==> src/hw/rtl/dett_pkg.sv <==
// ----------------------------------------------------------------------------
// dett_pkg
// Shared types and constants for the delayed event timer table.
// ----------------------------------------------------------------------------
package dett_pkg;

  localparam int unsigned CodeW  = 8;
  localparam int unsigned DelayW = 24;
  localparam int unsigned ElaW   = 32;
  localparam int unsigned LimitW = 9;
  localparam int unsigned ReqW   = 3;

  // request type codes on the input channel
  localparam logic [ReqW-1:0] REQ_TICK    = 3'd0;
  localparam logic [ReqW-1:0] REQ_PUSH    = 3'd1;
  localparam logic [ReqW-1:0] REQ_CANCEL  = 3'd2;
  localparam logic [ReqW-1:0] REQ_POP     = 3'd3;
  localparam logic [ReqW-1:0] REQ_QUERY   = 3'd4;
  localparam logic [ReqW-1:0] REQ_QCANCEL = 3'd5;

  // configuration register indexes
  localparam logic CFG_EVENT_LIMIT = 1'b0;
  localparam logic CFG_CLEAR_ALL   = 1'b1;

  // classified operation handed to the back end
  typedef enum logic [2:0] {
    OP_FAIL    = 3'd0,
    OP_TICK    = 3'd1,
    OP_PUSH    = 3'd2,
    OP_CANCEL  = 3'd3,
    OP_POP     = 3'd4,
    OP_QUERY   = 3'd5,
    OP_QCANCEL = 3'd6
  } op_t;

  typedef struct packed {
    op_t               op;
    logic              clr_all;
    logic [CodeW-1:0]  code;
    logic [DelayW-1:0] delay;
  } cmd_t;

  typedef struct packed {
    logic [CodeW-1:0]  code;
    logic [DelayW-1:0] rem;
    logic [ElaW-1:0]   ela;
  } entry_t;

endpackage

==> src/hw/rtl/dett_front.sv <==
// ----------------------------------------------------------------------------
// dett_front
// Accepts requests, checks codes against the configuration and queues
// classified commands for the back end.
// ----------------------------------------------------------------------------
module dett_front (
  input  logic                           clk,
  input  logic                           rst_n,
  input  logic                           cfg_we,
  input  logic                           cfg_index,
  input  logic [dett_pkg::LimitW-1:0]    cfg_wdata,
  input  logic                           in_valid,
  output logic                           in_ready,
  input  logic [dett_pkg::ReqW-1:0]      in_req_type,
  input  logic [dett_pkg::CodeW-1:0]     in_event_code,
  input  logic [dett_pkg::DelayW-1:0]    in_delay_ticks,
  output logic                           cmd_valid,
  input  logic                           cmd_pop,
  output dett_pkg::cmd_t                 cmd
);

  logic [dett_pkg::LimitW-1:0] limit_r;
  logic [dett_pkg::CodeW-1:0]  clr_code_r;
  dett_pkg::cmd_t              cls;
  logic                        code_ok;
  dett_pkg::cmd_t              q_r [2];
  logic                        wp_r, rp_r;
  logic [1:0]                  cnt_r;
  logic                        push;

  // configuration registers
  always_ff @(posedge clk) begin
    if (!rst_n) begin
      limit_r    <= dett_pkg::LimitW'(16);
      clr_code_r <= dett_pkg::CodeW'(1);
    end else if (cfg_we) begin
      if (cfg_index == dett_pkg::CFG_EVENT_LIMIT) limit_r <= cfg_wdata;
      else clr_code_r <= cfg_wdata[dett_pkg::CodeW-1:0];
    end
  end

  // classify the request
  assign code_ok = (in_event_code != '0) && ({1'b0, in_event_code} < limit_r);
  always_comb begin
    cls.code    = in_event_code;
    cls.delay   = in_delay_ticks;
    cls.clr_all = (in_event_code == clr_code_r);
    unique case (in_req_type)
      dett_pkg::REQ_TICK:    cls.op = dett_pkg::OP_TICK;
      dett_pkg::REQ_POP:     cls.op = dett_pkg::OP_POP;
      dett_pkg::REQ_PUSH:    cls.op = code_ok ? dett_pkg::OP_PUSH : dett_pkg::OP_FAIL;
      dett_pkg::REQ_CANCEL:  cls.op = code_ok ? dett_pkg::OP_CANCEL : dett_pkg::OP_FAIL;
      dett_pkg::REQ_QUERY:   cls.op = code_ok ? dett_pkg::OP_QUERY : dett_pkg::OP_FAIL;
      dett_pkg::REQ_QCANCEL: cls.op = code_ok ? dett_pkg::OP_QCANCEL : dett_pkg::OP_FAIL;
      default:               cls.op = dett_pkg::OP_FAIL;
    endcase
  end

  // two-entry command queue
  assign in_ready  = (cnt_r != 2'd2);
  assign push      = in_valid && in_ready;
  assign cmd_valid = (cnt_r != 2'd0);
  assign cmd       = q_r[rp_r];

  always_ff @(posedge clk) begin
    if (push) q_r[wp_r] <= cls;
  end

  always_ff @(posedge clk) begin
    if (!rst_n) begin
      wp_r  <= 1'b0;
      rp_r  <= 1'b0;
      cnt_r <= 2'd0;
    end else begin
      if (push) wp_r <= ~wp_r;
      if (cmd_pop) rp_r <= ~rp_r;
      case ({push, cmd_pop})
        2'b10:   cnt_r <= cnt_r + 2'd1;
        2'b01:   cnt_r <= cnt_r - 2'd1;
        default: cnt_r <= cnt_r;
      endcase
    end
  end

endmodule

==> src/hw/rtl/dett_back.sv <==
// ----------------------------------------------------------------------------
// dett_back
// Sequencer over the entry memory: search, tick walk and shift-down removal,
// with a result register towards the output channel.
// ----------------------------------------------------------------------------
module dett_back #(
  parameter int unsigned SLOTS = 16
) (
  input  logic                           clk,
  input  logic                           rst_n,
  input  logic                           cmd_valid,
  output logic                           cmd_pop,
  input  dett_pkg::cmd_t                 cmd,
  output logic                           out_valid,
  input  logic                           out_ready,
  output logic                           out_ok,
  output logic [dett_pkg::CodeW-1:0]     out_expired_event,
  output logic [dett_pkg::DelayW-1:0]    out_remaining_ticks,
  output logic [dett_pkg::ElaW-1:0]      out_elapsed_ticks
);

  localparam int unsigned IW = (SLOTS > 2) ? $clog2(SLOTS) : 1;
  localparam logic [IW-1:0] MaxUsed = IW'(SLOTS - 1);

  typedef enum logic [8:0] {
    S_IDLE = 9'b000000001,
    S_SRCH = 9'b000000010,
    S_SCHK = 9'b000000100,
    S_ACT  = 9'b000001000,
    S_TRD  = 9'b000010000,
    S_TCHK = 9'b000100000,
    S_SHRD = 9'b001000000,
    S_SHWR = 9'b010000000,
    S_OUT  = 9'b100000000
  } state_t;

  dett_pkg::entry_t mem [SLOTS];
  dett_pkg::entry_t rd_data_r, wr_data;
  logic [IW-1:0]    rd_addr, wr_addr;
  logic             wr_en;

  state_t                      state_r, state_nxt;
  dett_pkg::cmd_t              cmd_r, cmd_nxt;
  logic [IW-1:0]               idx_r, idx_nxt, used_r, used_nxt, idx_inc;
  logic                        found_r, found_nxt;
  logic                        ok_r, ok_nxt;
  logic [dett_pkg::CodeW-1:0]  exp_r, exp_nxt;
  logic [dett_pkg::DelayW-1:0] rem_r, rem_nxt;
  logic [dett_pkg::ElaW-1:0]   ela_r, ela_nxt;
  logic                        out_load;
  logic                        out_valid_r;
  logic                        o_ok_r;
  logic [dett_pkg::CodeW-1:0]  o_exp_r;
  logic [dett_pkg::DelayW-1:0] o_rem_r;
  logic [dett_pkg::ElaW-1:0]   o_ela_r;

  assign idx_inc = idx_r + 1'b1;

  // entry memory, one write and one registered read per cycle
  always_ff @(posedge clk) begin
    if (wr_en) mem[wr_addr] <= wr_data;
    rd_data_r <= mem[rd_addr];
  end

  assign rd_addr = (state_r == S_SHRD) ? idx_inc : idx_r;

  // sequencer
  always_comb begin
    state_nxt = state_r;
    cmd_nxt   = cmd_r;
    idx_nxt   = idx_r;
    used_nxt  = used_r;
    found_nxt = found_r;
    ok_nxt    = ok_r;
    exp_nxt   = exp_r;
    rem_nxt   = rem_r;
    ela_nxt   = ela_r;
    wr_en     = 1'b0;
    wr_addr   = idx_r;
    wr_data   = rd_data_r;
    cmd_pop   = 1'b0;
    out_load  = 1'b0;
    unique case (state_r)
      S_IDLE: begin
        if (cmd_valid) begin
          cmd_pop   = 1'b1;
          cmd_nxt   = cmd;
          idx_nxt   = '0;
          found_nxt = 1'b0;
          ok_nxt    = 1'b0;
          exp_nxt   = '0;
          rem_nxt   = '0;
          ela_nxt   = '0;
          unique case (cmd.op)
            dett_pkg::OP_FAIL: state_nxt = S_OUT;
            dett_pkg::OP_TICK: state_nxt = S_TRD;
            dett_pkg::OP_POP: begin
              ok_nxt    = (used_r != '0);
              state_nxt = (used_r != '0) ? S_SHRD : S_OUT;
            end
            default: state_nxt = S_SRCH;
          endcase
        end
      end
      S_SRCH: state_nxt = (idx_r == used_r) ? S_ACT : S_SCHK;
      S_SCHK: begin
        if (rd_data_r.code == cmd_r.code) begin
          found_nxt = 1'b1;
          rem_nxt   = rd_data_r.rem;
          ela_nxt   = rd_data_r.ela;
          state_nxt = S_ACT;
        end else begin
          idx_nxt   = idx_inc;
          state_nxt = S_SRCH;
        end
      end
      S_ACT: begin
        state_nxt = S_OUT;
        unique case (cmd_r.op)
          dett_pkg::OP_PUSH: begin
            rem_nxt = '0;
            ela_nxt = '0;
            wr_data = '{code: cmd_r.code, rem: cmd_r.delay, ela: '0};
            if (found_r) begin
              wr_en  = 1'b1;
              ok_nxt = 1'b1;
            end else if (used_r < MaxUsed) begin
              wr_en    = 1'b1;
              wr_addr  = used_r;
              used_nxt = used_r + 1'b1;
              ok_nxt   = 1'b1;
            end
          end
          dett_pkg::OP_QUERY: ok_nxt = found_r;
          default: begin
            // cancel, or query then cancel
            if (cmd_r.op == dett_pkg::OP_QCANCEL) begin
              ok_nxt = found_r;
            end else begin
              ok_nxt  = found_r || cmd_r.clr_all;
              rem_nxt = '0;
              ela_nxt = '0;
            end
            if (cmd_r.clr_all) used_nxt = '0;
            else if (found_r) state_nxt = S_SHRD;
          end
        endcase
      end
      S_TRD: state_nxt = (idx_r == used_r) ? S_OUT : S_TCHK;
      S_TCHK: begin
        if (rd_data_r.rem == dett_pkg::DelayW'(1)) begin
          ok_nxt    = 1'b1;
          exp_nxt   = rd_data_r.code;
          state_nxt = S_SHRD;
        end else begin
          wr_en   = 1'b1;
          wr_data.rem = (rd_data_r.rem != '0) ? rd_data_r.rem - 1'b1 : rd_data_r.rem;
          wr_data.ela = (rd_data_r.ela != '1) ? rd_data_r.ela + 1'b1 : rd_data_r.ela;
          idx_nxt   = idx_inc;
          state_nxt = S_TRD;
        end
      end
      S_SHRD: begin
        if (idx_inc == used_r) begin
          used_nxt  = used_r - 1'b1;
          state_nxt = S_OUT;
        end else begin
          state_nxt = S_SHWR;
        end
      end
      S_SHWR: begin
        wr_en     = 1'b1;
        idx_nxt   = idx_inc;
        state_nxt = S_SHRD;
      end
      S_OUT: begin
        if (!out_valid_r || out_ready) begin
          out_load  = 1'b1;
          state_nxt = S_IDLE;
        end
      end
      default: state_nxt = S_IDLE;
    endcase
  end

  // control registers
  always_ff @(posedge clk) begin
    if (!rst_n) begin
      state_r     <= S_IDLE;
      used_r      <= '0;
      out_valid_r <= 1'b0;
    end else begin
      state_r <= state_nxt;
      used_r  <= used_nxt;
      if (out_load) out_valid_r <= 1'b1;
      else if (out_ready) out_valid_r <= 1'b0;
    end
  end

  // working and result registers
  always_ff @(posedge clk) begin
    cmd_r   <= cmd_nxt;
    idx_r   <= idx_nxt;
    found_r <= found_nxt;
    ok_r    <= ok_nxt;
    exp_r   <= exp_nxt;
    rem_r   <= rem_nxt;
    ela_r   <= ela_nxt;
    if (out_load) begin
      o_ok_r  <= ok_r;
      o_exp_r <= exp_r;
      o_rem_r <= rem_r;
      o_ela_r <= ela_r;
    end
  end

  assign out_valid           = out_valid_r;
  assign out_ok              = o_ok_r;
  assign out_expired_event   = o_exp_r;
  assign out_remaining_ticks = o_rem_r;
  assign out_elapsed_ticks   = o_ela_r;

endmodule

==> src/hw/rtl/delayed_event_timer_table_core.sv <==
// ----------------------------------------------------------------------------
// delayed_event_timer_table_core
// Table of pending timed events with push, tick, cancel, pop and queries.
//
//   channel  direction  handshake            payload
//   in_      input      in_valid/in_ready    req_type, event_code, delay_ticks
//   out_     output     out_valid/out_ready  ok, expired_event, remaining/elapsed
//   cfg_     input      cfg_we               cfg_index, cfg_wdata
//
// a request visits entries in the entry memory (search, tick walk or
// shift-down), each visit a read state and then a check or write state;
// a search followed by a removal visits each entry in use once.
// reset is synchronous, active low; the table needs no clearing pass.
// a two-entry queue takes new transfers while not full, even while the
// sequencer is busy; a result held in the output register stalls the next one.
// ----------------------------------------------------------------------------
module delayed_event_timer_table_core #(
  parameter int unsigned SLOTS = 16
) (
  input  logic                           clk,
  input  logic                           rst_n,
  input  logic                           cfg_we,
  input  logic                           cfg_index,
  input  logic [dett_pkg::LimitW-1:0]    cfg_wdata,
  input  logic                           in_valid,
  output logic                           in_ready,
  input  logic [dett_pkg::ReqW-1:0]      in_req_type,
  input  logic [dett_pkg::CodeW-1:0]     in_event_code,
  input  logic [dett_pkg::DelayW-1:0]    in_delay_ticks,
  output logic                           out_valid,
  input  logic                           out_ready,
  output logic                           out_ok,
  output logic [dett_pkg::CodeW-1:0]     out_expired_event,
  output logic [dett_pkg::DelayW-1:0]    out_remaining_ticks,
  output logic [dett_pkg::ElaW-1:0]      out_elapsed_ticks
);

  logic           cmd_valid;
  logic           cmd_pop;
  dett_pkg::cmd_t cmd;

  // request front end
  dett_front u_front (
    .clk            (clk),
    .rst_n          (rst_n),
    .cfg_we         (cfg_we),
    .cfg_index      (cfg_index),
    .cfg_wdata      (cfg_wdata),
    .in_valid       (in_valid),
    .in_ready       (in_ready),
    .in_req_type    (in_req_type),
    .in_event_code  (in_event_code),
    .in_delay_ticks (in_delay_ticks),
    .cmd_valid      (cmd_valid),
    .cmd_pop        (cmd_pop),
    .cmd            (cmd)
  );

  // table sequencer
  dett_back #(.SLOTS(SLOTS)) u_back (
    .clk                 (clk),
    .rst_n               (rst_n),
    .cmd_valid           (cmd_valid),
    .cmd_pop             (cmd_pop),
    .cmd                 (cmd),
    .out_valid           (out_valid),
    .out_ready           (out_ready),
    .out_ok              (out_ok),
    .out_expired_event   (out_expired_event),
    .out_remaining_ticks (out_remaining_ticks),
    .out_elapsed_ticks   (out_elapsed_ticks)
  );

endmodule
==> config.mk <==
export PLATFORM = sky130hd
export DESIGN_NAME = delayed_event_timer_table_core
export DESIGN_NICKNAME = d
export VERILOG_FILES = /design/src/hw/rtl/dett_pkg.sv /design/src/hw/rtl/dett_front.sv /design/src/hw/rtl/dett_back.sv /design/src/hw/rtl/delayed_event_timer_table_core.sv
export SDC_FILE = /design/constraint.sdc
export NUM_CORES = 2
export LEC_CHECK = 0
export ABC_AREA = 1
export BUFFER_PORTS_ARGS = -buffer_cell sky130_fd_sc_hd__buf_2
export CORE_ASPECT_RATIO = 0.9
export CORE_MARGIN = 5
export CORE_UTILIZATION = 35
export CTS_CLUSTER_SIZE = 30
export DETAILED_ROUTE_END_ITERATION = 10
export PLACE_DENSITY = 0.58
export SYNTH_ARGS = -nofsm -noshare
export SYNTH_HDL_FRONTEND = slang
export SYNTH_SLANG_ARGS = --single-unit
==> constraint.sdc <==
create_clock -name clk -period 5.5 [get_ports clk]
set_input_delay 0.275 -clock clk [delete_from_list [all_inputs] [get_ports clk]]
set_output_delay 0.275 -clock clk [all_outputs]
set_load 0.005 [all_outputs]
==> reports/qor.yml <==
logic_synthesis:
  synth_edf_count: 1267
  synth_area_leaders: "edfxtp_1 64%, nand3_1 9.8%, nand2_1 8.7%"
  ys.flop_type: "edfxtp_1"
  synthDominantCellAreaShare_pct: 64.35
  avgSynthCellArea_sq_um: 10.81
  async_flop_share_pct: 0
  synth_mux_area_share_pct: 0.6455
  ys_types: 44
  ys_seq_area_share_pct: 67.74
  synth.cell_area_sq_mm: 0.05912
  synth_xor_area_share_pct: 0.7111
  yosys.area_share.adder_pct: 0.3174
  syn_nets: 5534
  synth_simple_gate_area_share_pct: 22.53
  synth_cells: 5469
  synth_compound_area_share_pct: 1.630
  synth-seq-cells: 1367
  synth_top_family_by_area: "simple AND/OR/NAND/NOR gates"
  synth_top_cell_by_area: "edfxtp_1"
  synth-warning-count: 0
routing:
  antenna_left: 0
  post_drt_wl_per_cell_um: 20.59
  drc: 0
  first_pass_iters: 5
  finalWirelength_um: 163600
  avgViaCountPerCell: 5.096
  drt_iter0_markers: 4291
  vias: 40500
die:
  die-area_sq_mm: 0.1773
  die_x_um: 443.2
  io_pins: 117
  dieHeight_um: 399.9
  coreArea_sq_mm: 0.1684
  start_util_pct: 35.12
  rows: 143
timing:
  slew_violations: 0
  tightest_slew_ns: 1.421
  relSlewSlack_pct: 5.258
  setup_tns_ns: 0
  max_freq_mhz: 276.4
  worst_slack_ns: 1.882
  hold_slack_ns: 0.07138
  rsz0062_at_grt: "no"
  fin_skew_ns: 0.02847
  period_share_pct: 65.79
  hold_viol: 0
  finalSetupViolCount: 0
  period_needed_ns: 3.618
place:
  pre_cts_ws_ns: 1.886
  dpl.cell_count: 7629
  place.port_buffers: 116
  place.gp.congestion: 0.9038
  dp_hpwl_um: 90300
job:
  cap_violations: 0
finish:
  fin_cells: 7947
  final_nets: 5647
  layout_commonest_cell: "nand2_1"
  areaGrowthSynthToFinish_pct: 13.74
  mostFrequentLayoutCells: "1371 x nand2_1, 1267 x edfxtp_1, 1150 x nand3_1, 542 x inv_1, 224 x nor2_1"
  layout-drive-gt1-share_pct: 8.845
clocking:
  cts_hold_buf: 55
  cts_max_path_buffers: 3
  clk_latency_ns: 0.78
  clkSlewWorstSetupHoldPaths_ns: 0.06
  post_cts_resized: 0
  clock-sinks: 1367
  cts_tree: "built"
  postCtsSetupBuffers: 0
  cts_max_level: 4
  cts_buffers: 143
  root_buffer: "clkbuf_16"
grt:
  antenna_found_initial: 3
  grt_pass1_wl_um: 245800
  grt_max_degree: 212
  first_global_vias: 39190
  track_usage_pct: 17.96
  grt-ovfl-total: 0
worst_hold_path:
  hold_path_depth: 4
  hp-class: "input port to flop"
critical_path:
  crit_required_ns: 5.97
  crit_chain: "inv_1, ha_1, nand2_1, inv_1, nand3_1, nand2_1, o211ai_1, nand3_1, nor2_4, buf_4"
  path_max_fanout: 17
  worstPathArrival_ns: 4.09
  path_class: "flop to flop"
  cp-start-kind: "flop"
  slowest_delay_ns: 0.90
  reg2reg_depth: 10
  cp_slowest_cell: "nor2_4"
  endpoint_kind: "flop"
pwr:
  power_density_mw_per_mm2: 506.5
  comb_power_share_pct: 30.8
  p_sw_share_pct: 36.66
  finalPower_uw: 34060
  p_switching_uw: 12490
  power_frac_seq_pct: 42.1
  clockPowerShare_pct: 27.1
  p_int_uw: 21570
  power_leakage_uw: 0.02595
  ir_drop_mv: 0.6438
status:
  status: "finished, final reports clean"
-- routing by layer --
metal / share of wire [%] / wire length [um] / GRT usage, %
met1: 43 / 71110 / 24.67
met2: 47 / 76960 / 29.12
met3: 6.2 / 10110 / 2.647
met4: 3.3 / 5437 / 6.553
met5: 0 / 0 / 0
-- cell type report --
| class | instances | area (sq um) |
|---|---|---|
| inverter | 550 | 2072 |
| multi-input combinational | 3238 | 15500 |
| fill | 15930 | 101100 |
| clock buffer | 202 | 3976 |
| clock inverter | 59 | 462.9 |
| tap | 2247 | 2811 |
| antenna | 2 | 5.005 |
| timing repair buffer | 282 | 2365 |
| sequential | 1367 | 40050 |
-- metrics by stage --
step                      utilization, %  instance area, sq um
after floorplan                        -                 59120
after global placement             36.97                 62250
after detailed placement           36.97                 62250
after CTS                          39.94                 67240
after global routing               39.94                 67240
final                              39.94                 67250
-- path summary, 6_finish.rpt --
check | startpoint | endpoint | slack (ns)
setup / recovery | u_back.rd_data_r[33] | u_back.mem[14][39] | 1.88
hold / removal | cfg_index | u_front.clr_code_r[7] | 0.07
setup reg to reg | u_back.rd_data_r[33] | u_back.mem[14][39] | 1.88
hold reg to reg | u_back.rem_r[19] | u_back.out_remaining_ticks[19] | 0.41
-- synth_stat cells (9+ instances only) --
cell and number:
nand2_1 1371, edfxtp_1 1267, nand3_1 1152, inv_1 543, nor2_1 245, buf_2 218, nand3b_1 130, dfxtp_1 100
o21ai_0 79, clkbuf_1 40, nand4_1 35, mux2_2 33, xor2_1 33, a21oi_1 32, buf_6 27, nor3_1 26
o211ai_1 23, buf_4 19, ha_1 15, xnor2_1 15, a22oi_1 10, buf_1 9
-- worst max-delay path: cells and delay by family, from the launching register on --
kind                       cells  cell delay, ns
AOI/OAI and AO/OA              1            0.25
and+or+nand+nor                5            1.97
buffers and inverters          3            0.54
adders and majority gates      1            0.20
DFF                            1            0.35
-- state kept, by name (all words and copies together), names as in the netlist, 9 cells and up, named ones only --
name,flops
u_back.mem,1024
u_front.q_r,72
u_back.rd_data_r,64
u_back.cmd_r,36
u_back.ela_r,32
u_back.out_elapsed_ticks,32
u_back.out_remaining_ticks,24
u_back.rem_r,24
u_back.state_r,9
u_front.limit_r,9
-- power groups by stage --
stage,sequential [uW],combinational [uW],clock [uW]
2_1_floorplan,14200,7060,0
3_3_place_gp,14500,10400,0
3_5_place_dp,14500,10400,0
4_1_cts,14300,10500,9410
5_1_grt,14400,11600,9850
6_report,14300,10500,9230
-- cell families (layout without fill, tap and decap cells) --
kind of cell,count (synthesis),in the layout
mux,34,34
flops,1367,1367
other cells,0,2
fa+ha+maj,15,15
compound gates,165,165
simple gates,2976,2976
xor+xnor,48,48
buf+inv,864,1093
Power figures use the tool's default switching activity.
